## src/design/ewpl_pkg.sv

```systemverilog
// ewpl_pkg: shared types and constants for the event wait priority list.
// Used by ewpl_store, ewpl_seq, the top level and the checker.
package ewpl_pkg;

  // Parameter defaults
  localparam int MAX_THREADS_DEF = 16;
  localparam int PRIO_BITS_DEF   = 8;

  // Fixed port field widths
  localparam int THREAD_W = 4;
  localparam int PRIO_W   = 8;
  localparam int COUNT_W  = 5;
  localparam int STATUS_W = 2;

  // Operation codes
  localparam logic OP_INSERT = 1'b0;
  localparam logic OP_REMOVE = 1'b1;

  // Result status codes
  typedef enum logic [STATUS_W-1:0] {
    STS_OK     = 2'd0,
    STS_DUP    = 2'd1,
    STS_ABSENT = 2'd2
  } status_t;

  // Sequencer states
  typedef enum logic [2:0] {
    ST_IDLE,
    ST_WALK,
    ST_LINK_SELF,
    ST_LINK_NBR,
    ST_REM_RD,
    ST_REM_UPD,
    ST_DONE
  } seq_state_t;

  // Write enables of the link store
  typedef struct packed {
    logic next_we;
    logic prev_we;
    logic prio_we;
  } store_we_t;

  // One result word
  typedef struct packed {
    logic [THREAD_W-1:0] head_thread;
    logic                list_empty;
    logic [COUNT_W-1:0]  thread_count;
    status_t             status;
  } result_t;

endpackage

```

## src/design/ewpl_store.sv

```systemverilog
// ewpl_store: link store holding next link, previous link and priority per slot.
// One shared read address with registered read data, one write port per array.
// Depends on ewpl_pkg.
module ewpl_store #(
  parameter int MAX_THREADS = ewpl_pkg::MAX_THREADS_DEF,
  parameter int PRIO_BITS   = ewpl_pkg::PRIO_BITS_DEF
) (
  input  logic                               clk,
  input  logic [$clog2(MAX_THREADS)-1:0]     rd_addr,
  output logic [$clog2(MAX_THREADS+1)-1:0]   rd_next,
  output logic [$clog2(MAX_THREADS+1)-1:0]   rd_prev,
  output logic [PRIO_BITS-1:0]               rd_prio,
  input  ewpl_pkg::store_we_t                wr_we,
  input  logic [$clog2(MAX_THREADS)-1:0]     next_addr,
  input  logic [$clog2(MAX_THREADS+1)-1:0]   next_data,
  input  logic [$clog2(MAX_THREADS)-1:0]     prev_addr,
  input  logic [$clog2(MAX_THREADS+1)-1:0]   prev_data,
  input  logic [$clog2(MAX_THREADS)-1:0]     prio_addr,
  input  logic [PRIO_BITS-1:0]               prio_data
);

  localparam int LW = $clog2(MAX_THREADS + 1);

  logic [LW-1:0]        next_mem [MAX_THREADS];
  logic [LW-1:0]        prev_mem [MAX_THREADS];
  logic [PRIO_BITS-1:0] prio_mem [MAX_THREADS];

  logic [LW-1:0]        rd_next_r;
  logic [LW-1:0]        rd_prev_r;
  logic [PRIO_BITS-1:0] rd_prio_r;

  // Writes
  always_ff @(posedge clk) begin
    if (wr_we.next_we) begin
      next_mem[next_addr] <= next_data;
    end
    if (wr_we.prev_we) begin
      prev_mem[prev_addr] <= prev_data;
    end
    if (wr_we.prio_we) begin
      prio_mem[prio_addr] <= prio_data;
    end
  end

  // Registered read, all arrays at the same slot
  always_ff @(posedge clk) begin
    rd_next_r <= next_mem[rd_addr];
    rd_prev_r <= prev_mem[rd_addr];
    rd_prio_r <= prio_mem[rd_addr];
  end

  assign rd_next = rd_next_r;
  assign rd_prev = rd_prev_r;
  assign rd_prio = rd_prio_r;

endmodule

```

## src/design/ewpl_seq.sv

```systemverilog
// ewpl_seq: sequencer for insert walk, link update and unlink.
// Owns head, count and the listed bits; drives ewpl_store. Depends on ewpl_pkg.
module ewpl_seq #(
  parameter int MAX_THREADS = ewpl_pkg::MAX_THREADS_DEF,
  parameter int PRIO_BITS   = ewpl_pkg::PRIO_BITS_DEF
) (
  input  logic                               clk,
  input  logic                               rst_n,
  // input word
  input  logic                               in_valid,
  output logic                               in_stall,
  input  logic                               in_operation,
  input  logic [ewpl_pkg::THREAD_W-1:0]      in_thread_id,
  input  logic [ewpl_pkg::PRIO_W-1:0]        in_priority_req,
  // link store
  output logic [$clog2(MAX_THREADS)-1:0]     rd_addr,
  input  logic [$clog2(MAX_THREADS+1)-1:0]   rd_next,
  input  logic [$clog2(MAX_THREADS+1)-1:0]   rd_prev,
  input  logic [PRIO_BITS-1:0]               rd_prio,
  output ewpl_pkg::store_we_t                wr_we,
  output logic [$clog2(MAX_THREADS)-1:0]     next_addr,
  output logic [$clog2(MAX_THREADS+1)-1:0]   next_data,
  output logic [$clog2(MAX_THREADS)-1:0]     prev_addr,
  output logic [$clog2(MAX_THREADS+1)-1:0]   prev_data,
  output logic [$clog2(MAX_THREADS)-1:0]     prio_addr,
  output logic [PRIO_BITS-1:0]               prio_data,
  // result
  output logic                               res_valid,
  output ewpl_pkg::result_t                  res,
  input  logic                               res_take
);

  localparam int SW = $clog2(MAX_THREADS);
  localparam int LW = $clog2(MAX_THREADS + 1);
  localparam logic [LW-1:0] NULL_LINK = LW'(MAX_THREADS);

  ewpl_pkg::seq_state_t state_r, state_nxt;
  logic [SW-1:0]          t_r, t_nxt;
  logic [PRIO_BITS-1:0]   prio_r, prio_nxt;
  logic [LW-1:0]          cur_r, cur_nxt;
  logic [LW-1:0]          last_r, last_nxt;
  logic [LW-1:0]          steps_r, steps_nxt;
  ewpl_pkg::status_t      status_r, status_nxt;
  logic [LW-1:0]          head_r, head_nxt;
  logic [LW-1:0]          count_r, count_nxt;
  logic [MAX_THREADS-1:0] in_list_r, in_list_nxt;

  logic          accept;
  logic [SW-1:0] in_slot;
  logic          in_range;
  logic          in_listed;
  logic          ins_reject;
  logic          head_null;
  logic          cur_null;
  logic          last_null;
  logic          rd_next_null;
  logic          rd_prev_null;
  logic          go_on;
  logic [LW-1:0] t_link;
  logic          res_empty;

  // Decode of the incoming word and link tests
  assign accept       = in_valid && (state_r == ewpl_pkg::ST_IDLE);
  assign in_slot      = SW'(in_thread_id);
  assign in_range     = (32'(in_thread_id) < 32'(MAX_THREADS));
  assign in_listed    = in_range && in_list_r[in_slot];
  assign ins_reject   = !in_range || in_listed;
  assign head_null    = (head_r >= NULL_LINK);
  assign cur_null     = (cur_r >= NULL_LINK);
  assign last_null    = (last_r >= NULL_LINK);
  assign rd_next_null = (rd_next >= NULL_LINK);
  assign rd_prev_null = (rd_prev >= NULL_LINK);
  assign t_link       = LW'(t_r);

  // Shared compare: keep walking past entries of equal or lower priority value
  assign go_on = (rd_prio <= prio_r) && (steps_r < NULL_LINK);

  // Next state
  always_comb begin
    state_nxt = state_r;
    case (state_r)
      ewpl_pkg::ST_IDLE: begin
        if (accept) begin
          if (in_operation == ewpl_pkg::OP_INSERT) begin
            if (ins_reject) begin
              state_nxt = ewpl_pkg::ST_DONE;
            end else if (head_null) begin
              state_nxt = ewpl_pkg::ST_LINK_SELF;
            end else begin
              state_nxt = ewpl_pkg::ST_WALK;
            end
          end else begin
            state_nxt = in_listed ? ewpl_pkg::ST_REM_RD : ewpl_pkg::ST_DONE;
          end
        end
      end
      ewpl_pkg::ST_WALK: begin
        if (!(go_on && !rd_next_null)) begin
          state_nxt = ewpl_pkg::ST_LINK_SELF;
        end
      end
      ewpl_pkg::ST_LINK_SELF: state_nxt = ewpl_pkg::ST_LINK_NBR;
      ewpl_pkg::ST_LINK_NBR:  state_nxt = ewpl_pkg::ST_DONE;
      ewpl_pkg::ST_REM_RD:    state_nxt = ewpl_pkg::ST_REM_UPD;
      ewpl_pkg::ST_REM_UPD:   state_nxt = ewpl_pkg::ST_DONE;
      ewpl_pkg::ST_DONE: begin
        if (res_take) begin
          state_nxt = ewpl_pkg::ST_IDLE;
        end
      end
      default: state_nxt = ewpl_pkg::ST_IDLE;
    endcase
  end

  // Datapath updates and store control
  always_comb begin
    t_nxt       = t_r;
    prio_nxt    = prio_r;
    cur_nxt     = cur_r;
    last_nxt    = last_r;
    steps_nxt   = steps_r;
    status_nxt  = status_r;
    head_nxt    = head_r;
    count_nxt   = count_r;
    in_list_nxt = in_list_r;
    rd_addr     = head_r[SW-1:0];
    wr_we       = '0;
    next_addr   = t_r;
    next_data   = cur_r;
    prev_addr   = t_r;
    prev_data   = last_r;
    prio_addr   = t_r;
    prio_data   = prio_r;
    case (state_r)
      ewpl_pkg::ST_IDLE: begin
        // read at the head so the first walk step finds its data
        rd_addr = head_r[SW-1:0];
        if (accept) begin
          t_nxt     = in_slot;
          prio_nxt  = PRIO_BITS'(in_priority_req);
          cur_nxt   = head_r;
          last_nxt  = NULL_LINK;
          steps_nxt = '0;
          if (in_operation == ewpl_pkg::OP_INSERT) begin
            status_nxt = ins_reject ? ewpl_pkg::STS_DUP : ewpl_pkg::STS_OK;
          end else begin
            status_nxt = in_listed ? ewpl_pkg::STS_OK : ewpl_pkg::STS_ABSENT;
          end
        end
      end
      ewpl_pkg::ST_WALK: begin
        // one link per cycle: next address comes straight from read data
        rd_addr = rd_next[SW-1:0];
        if (go_on) begin
          last_nxt  = cur_r;
          cur_nxt   = rd_next_null ? NULL_LINK : rd_next;
          steps_nxt = steps_r + LW'(1);
        end
      end
      ewpl_pkg::ST_LINK_SELF: begin
        wr_we.next_we = 1'b1;
        wr_we.prev_we = 1'b1;
        wr_we.prio_we = 1'b1;
      end
      ewpl_pkg::ST_LINK_NBR: begin
        wr_we.next_we = !last_null;
        next_addr     = last_r[SW-1:0];
        next_data     = t_link;
        wr_we.prev_we = !cur_null;
        prev_addr     = cur_r[SW-1:0];
        prev_data     = t_link;
        if (last_null) begin
          head_nxt = t_link;
        end
        in_list_nxt[t_r] = 1'b1;
        count_nxt        = count_r + LW'(1);
      end
      ewpl_pkg::ST_REM_RD: begin
        rd_addr = t_r;
      end
      ewpl_pkg::ST_REM_UPD: begin
        // bridge the neighbors over the removed slot
        wr_we.next_we = !rd_prev_null;
        next_addr     = rd_prev[SW-1:0];
        next_data     = rd_next;
        wr_we.prev_we = !rd_next_null;
        prev_addr     = rd_next[SW-1:0];
        prev_data     = rd_prev;
        if (head_r == t_link) begin
          head_nxt = rd_next_null ? NULL_LINK : rd_next;
        end
        in_list_nxt[t_r] = 1'b0;
        if (count_r != '0) begin
          count_nxt = count_r - LW'(1);
        end
      end
      ewpl_pkg::ST_DONE: begin
        rd_addr = head_r[SW-1:0];
      end
      default: begin
        rd_addr = head_r[SW-1:0];
      end
    endcase
  end

  // Result word
  assign in_stall         = (state_r != ewpl_pkg::ST_IDLE);
  assign res_valid        = (state_r == ewpl_pkg::ST_DONE);
  assign res_empty        = head_null;
  assign res.head_thread  = res_empty ? '0 : ewpl_pkg::THREAD_W'(head_r);
  assign res.list_empty   = res_empty;
  assign res.thread_count = ewpl_pkg::COUNT_W'(count_r);
  assign res.status       = status_r;

  // Control registers
  always_ff @(posedge clk) begin
    if (!rst_n) begin
      state_r   <= ewpl_pkg::ST_IDLE;
      head_r    <= NULL_LINK;
      count_r   <= '0;
      in_list_r <= '0;
    end else begin
      state_r   <= state_nxt;
      head_r    <= head_nxt;
      count_r   <= count_nxt;
      in_list_r <= in_list_nxt;
    end
  end

  // Working registers of the current word
  always_ff @(posedge clk) begin
    t_r      <= t_nxt;
    prio_r   <= prio_nxt;
    cur_r    <= cur_nxt;
    last_r   <= last_nxt;
    steps_r  <= steps_nxt;
    status_r <= status_nxt;
  end

endmodule

```

## src/design/event_wait_priority_list_top.sv

```systemverilog
// Event wait priority list, top level: sequencer, link store and output register.
// Depends on ewpl_pkg, ewpl_store and ewpl_seq.
//
// Keeps the threads waiting on one event as a doubly linked list over
// MAX_THREADS slots, sorted by priority (lower value first, equal priority
// after those already listed). Each input word either inserts a thread or
// removes it and returns one word: head thread, empty flag, count and status.
// An insert of a listed thread or a removal of an absent one leaves the list
// alone and reports it in status. One word is worked on at a time: an insert
// walks from the head past the listed threads of equal or lower priority
// value (at most MAX_THREADS - 1), and a remove reads the slot of the thread
// and bridges its neighbours over it; a rejected word goes straight to its result.
// The walk visits one link per cycle through the single registered read port
// of the link store; an insert writes its own links in ST_LINK_SELF, then its neighbours' links in ST_LINK_NBR.
// The next word is accepted the cycle after the result is loaded, even while
// that result still waits on out_stall. No clearing pass is needed at reset.
module event_wait_priority_list_top #(
  parameter int MAX_THREADS = ewpl_pkg::MAX_THREADS_DEF,
  parameter int PRIO_BITS   = ewpl_pkg::PRIO_BITS_DEF
) (
  input  logic                           clk,
  input  logic                           rst_n,
  input  logic                           in_valid,
  output logic                           in_stall,
  input  logic                           in_operation,
  input  logic [ewpl_pkg::THREAD_W-1:0]  in_thread_id,
  input  logic [ewpl_pkg::PRIO_W-1:0]    in_priority_req,
  output logic                           out_valid,
  input  logic                           out_stall,
  output logic [ewpl_pkg::THREAD_W-1:0]  out_head_thread,
  output logic                           out_list_empty,
  output logic [ewpl_pkg::COUNT_W-1:0]   out_thread_count,
  output logic [ewpl_pkg::STATUS_W-1:0]  out_status
);

  localparam int SW = $clog2(MAX_THREADS);
  localparam int LW = $clog2(MAX_THREADS + 1);

  logic [SW-1:0]        rd_addr;
  logic [LW-1:0]        rd_next;
  logic [LW-1:0]        rd_prev;
  logic [PRIO_BITS-1:0] rd_prio;
  ewpl_pkg::store_we_t  wr_we;
  logic [SW-1:0]        next_addr;
  logic [LW-1:0]        next_data;
  logic [SW-1:0]        prev_addr;
  logic [LW-1:0]        prev_data;
  logic [SW-1:0]        prio_addr;
  logic [PRIO_BITS-1:0] prio_data;

  logic              res_valid;
  ewpl_pkg::result_t res;
  logic              res_take;

  logic              out_valid_r, out_valid_nxt;
  ewpl_pkg::result_t out_word_r, out_word_nxt;

  ewpl_seq #(
    .MAX_THREADS (MAX_THREADS),
    .PRIO_BITS   (PRIO_BITS)
  ) u_seq (
    .clk             (clk),
    .rst_n           (rst_n),
    .in_valid        (in_valid),
    .in_stall        (in_stall),
    .in_operation    (in_operation),
    .in_thread_id    (in_thread_id),
    .in_priority_req (in_priority_req),
    .rd_addr         (rd_addr),
    .rd_next         (rd_next),
    .rd_prev         (rd_prev),
    .rd_prio         (rd_prio),
    .wr_we           (wr_we),
    .next_addr       (next_addr),
    .next_data       (next_data),
    .prev_addr       (prev_addr),
    .prev_data       (prev_data),
    .prio_addr       (prio_addr),
    .prio_data       (prio_data),
    .res_valid       (res_valid),
    .res             (res),
    .res_take        (res_take)
  );

  ewpl_store #(
    .MAX_THREADS (MAX_THREADS),
    .PRIO_BITS   (PRIO_BITS)
  ) u_store (
    .clk       (clk),
    .rd_addr   (rd_addr),
    .rd_next   (rd_next),
    .rd_prev   (rd_prev),
    .rd_prio   (rd_prio),
    .wr_we     (wr_we),
    .next_addr (next_addr),
    .next_data (next_data),
    .prev_addr (prev_addr),
    .prev_data (prev_data),
    .prio_addr (prio_addr),
    .prio_data (prio_data)
  );

  // Output register: load when empty or being drained
  assign res_take = res_valid && (!out_valid_r || !out_stall);

  always_comb begin
    out_word_nxt  = out_word_r;
    out_valid_nxt = out_valid_r && out_stall;
    if (res_take) begin
      out_word_nxt  = res;
      out_valid_nxt = 1'b1;
    end
  end

  always_ff @(posedge clk) begin
    if (!rst_n) begin
      out_valid_r <= 1'b0;
    end else begin
      out_valid_r <= out_valid_nxt;
    end
  end

  always_ff @(posedge clk) begin
    out_word_r <= out_word_nxt;
  end

  assign out_valid        = out_valid_r;
  assign out_head_thread  = out_word_r.head_thread;
  assign out_list_empty   = out_word_r.list_empty;
  assign out_thread_count = out_word_r.thread_count;
  assign out_status       = out_word_r.status;

endmodule

```

## config.mk

```make
export PLATFORM = sky130hd
export DESIGN_NAME = event_wait_priority_list_top
export DESIGN_NICKNAME = d
export VERILOG_FILES = /design/src/design/ewpl_pkg.sv /design/src/design/ewpl_store.sv /design/src/design/ewpl_seq.sv /design/src/design/event_wait_priority_list_top.sv
export SDC_FILE = /design/constraint.sdc
export NUM_CORES = 1
export LEC_CHECK = 0
export BUFFER_PORTS_ARGS = -buffer_cell sky130_fd_sc_hd__buf_4
export CORE_ASPECT_RATIO = 2
export CORE_MARGIN = 1.5
export CORE_UTILIZATION = 45
export CTS_BUF_LIST = sky130_fd_sc_hd__clkbuf_4
export DETAILED_ROUTE_END_ITERATION = 8
export HOLD_SLACK_MARGIN = 0.12
export SLEW_MARGIN = 5
export SYNTH_ARGS = -nofsm -noshare
export SYNTH_HDL_FRONTEND = slang
export SYNTH_SLANG_ARGS = --single-unit
export TNS_END_PERCENT = 100
```

## constraint.sdc

```tcl
create_clock -name clk -period 3 [get_ports clk]
set_clock_uncertainty 0.05 [all_clocks]
set_input_delay 0.6 -clock clk [delete_from_list [all_inputs] [get_ports clk]]
set_output_delay 0.6 -clock clk [all_outputs]
set_load 0.01 [all_outputs]
```

==> results.toml <==
[run_status]
status = "completed"

[layout]
finalInstanceArea_sq_um = 18200
stdcell_count = 1879
areaGrowthSynthToFinish_pct = 14.8
n_fill_cell = 2986
layout.nets = 1396
utilization_pct = 52.2
drive_above_1_share_pct = 19.7

[logic_synthesis]
yosysWarnings = 0
synth.top_cells.by_area = "edfxtp_1 62%, dfxtp_1 6.1%, nand2_1 5.3%"
ys.flop_type = "edfxtp_1"
synth_nets = 1268
ys_types = 57
syn_inst = 1238
avgSynthCellArea_sq_um = 12.8
yosys_register_bits = 377
yosysMostFrequentCell = "edfxtp_1"
yosysSeqAreaShare_pct = 68.4
synth_top_cell_area_share_pct = 62.3
netlist_area_sq_um = 15800
synth_common_cells = "329 x edfxtp_1, 223 x nand2_1, 96 x nand3_1, 87 x nor2_1, 64 x mux2i_1"
async_flop_share_pct = 0
synth.largest_area_cell = "edfxtp_1"
synth-edff-count = 329

[worst_setup_path]
startpoint_type = "flop"
path_max_fanout = 12
cp_data_arrival_time_ns = 3.17
crit_type = "flop to flop"
worstPathRequired_ns = 3.33
setup.worst_path.end_class = "flop"
reg2reg_slack_ns = 0.16

[floorplanning]
die_w_um = 136
rows = 97
core_area_sq_um = 34800
ios = 31
initial_core_util_pct = 45.5
fp.dieH_um = 268
die-area_sq_um = 36400

[sta]
rsz0062_at_grt = "yes"
setup_slack_ns = 0.159
hold_viol = 0
fin_setup_tns_ns = 0
finalHoldWorstSlack_ns = 0.374
min_period_over_period_pct = 94.7
relSlewSlack_pct = 42.7
slew_violations = 0
finalSetupViolations = 0
timing.fmax_mhz = 352
worst_slew_pin_slew_ns = 0.860
finalCriticalPeriod_ns = 2.84

[detailed_routing]
wl_mm = 43.1
ant_nets = 0
routedWlPerCell_um = 22.9
drcViolationCount = 0
detail_route.iter0.violations = 677
first_pass_iters = 5
vias_per_cell = 5.59
via_count = 10500

[clocking]
root_buffer = "clkbuf_4"
cts_tree = "yes"
cts_max_level = 3
clock_latency_ns = 0.78
cts_sinks = 377
post_cts_buffers = 0
numCtsBuffers = 79
max-clock-path-buffers = 3
clk_pin_slew_ns = 0.07

[place]
gp_congestion = 0.871
io_buffers = 30
postPlaceCellArea_sq_um = 16900
detailedPlace.worstSlack_ns = 0.216
place_hpwl_mm = 30.8
dp_cells = 1714

[power_and_ir_drop]
p_leak_nw = 6.83
powerDensity_nw_per_um2 = 816
power.total_mw = 14.8
vdd_drop_max_mv = 0.443

[grt]
first_global_vias = 11000
gr-usage-all-layers_pct = 24.6
gr-total-overflow = 0
grt_pass1_wl_mm = 64.2
antenna_found_initial = 1
grt_max_degree = 80

[run]
maxCapViolCount = 0

[hold_path]
min_path_type = "flop to flop"
==> cells in the final DEF (no fill, tap or decap), types with 5 or more instances in the layout <==
master / count
a21oi_1: 60
nor2_1: 77
a221oi_1: 5
nor4_1: 6
a22o_1: 29
nor4_2: 14
and2_1: 11
o221a_2: 7
ha_1: 12
dfxtp_1: 48
nor3_1: 9
a31oi_1: 9
buf_4: 99
a221o_1: 12
o211a_1: 6
o211ai_1: 9
buf_12: 6
nor2b_1: 13
dlygate4sd3_1: 16
nand2_1: 223
inv_1: 14
xnor2_1: 9
nor2_2: 11
clkbuf_4: 122
nand3_1: 95
mux2i_1: 64
and3_1: 7
nand2b_1: 12
clkinv_1: 15
edfxtp_1: 329
o21ai_0: 22
==> worst paths after layout <==
check / start / to / depth (start not counted)
max reg2reg: u_seq.state_r[0] / u_store.next_mem[0][0] / 7
max: u_seq.state_r[0] / u_store.next_mem[0][0] / 7
min: u_seq.status_r[1] / out_status[1] / 0
min reg2reg: u_seq.status_r[1] / out_status[1] / 0
==> area by class of cell <==
cell class / count / area (sq um) / area share [%]
Clock buffer: 122 / 916 / 5.04
Sequential cell: 377 / 10800 / 59.6
Inverter: 15 / 56.3 / 0.310
Antenna cell: 1 / 2.50 / 0.0138
Timing Repair Buffer: 121 / 1020 / 5.63
Multi-Input combinational cell: 772 / 4640 / 25.5
Tap cell: 445 / 557 / 3.06
Clock inverter: 26 / 151 / 0.833
==> critical path, stage by stage, from the launching register on <==
cell and delay [ns]:
dfxtp_1 0.53, nand2b_1 0.24, nor2_2 0.21, nor2_1 0.09, and2_1 0.20, a221oi_1 0.41, nand2_1 0.28, nor2_1 0.43
==> registers in the layout, indices dropped and copies added, names as in the netlist, 5 cells and up, named ones only <==
name,flops
u_seq.steps_r,5
u_seq.head_r,5
u_store.prio_mem,128
out_thread_count,5
u_seq.last_r,5
u_store.next_mem,80
u_seq.count_r,5
u_store.rd_prio,8
u_store.rd_next,5
u_seq.cur_r,5
u_seq.prio_data,8
u_store.rd_prev,5
u_store.prev_mem,80
==> where the power goes <==
part | switching [mW] | leakage, nW | internal [mW]
registers | 0.371 | 3.36 | 6.36
clock network | 1.97 | 0.631 | 1.97
logic | 2.74 | 2.83 | 1.43
==> metal layers <==
layer | GRT usage, % | vias to the layer above | wire, um
li1 | - | 4899 | -
met1 | 22.1 | 5138 | 13800
met2 | 48.7 | 334 | 24900
met3 | 3.92 | 127 | 1630
met4 | 16.0 | 0 | 2750
met5 | 0 | - | 0
==> cell families after synthesis <==
family / Yosys count / share of synthesized area, %
muxes: 69 / 4.68
and+or+nand+nor: 493 / 14.3
adders and majority gates: 13 / 1.07
DFF: 377 / 68.4
buffers and inverters: 89 / 2.64
xor gates and xnor gates: 12 / 0.663
AOI/OAI and AO/OA: 185 / 8.19
==> timing repair <==
action,CTS,global route
gates resized for setup,0,9
endpoints found under the hold margin,17,0
endpoints found under the setup margin,0,38
hold buffers,16,0
(Power assumes the default switching activity.)
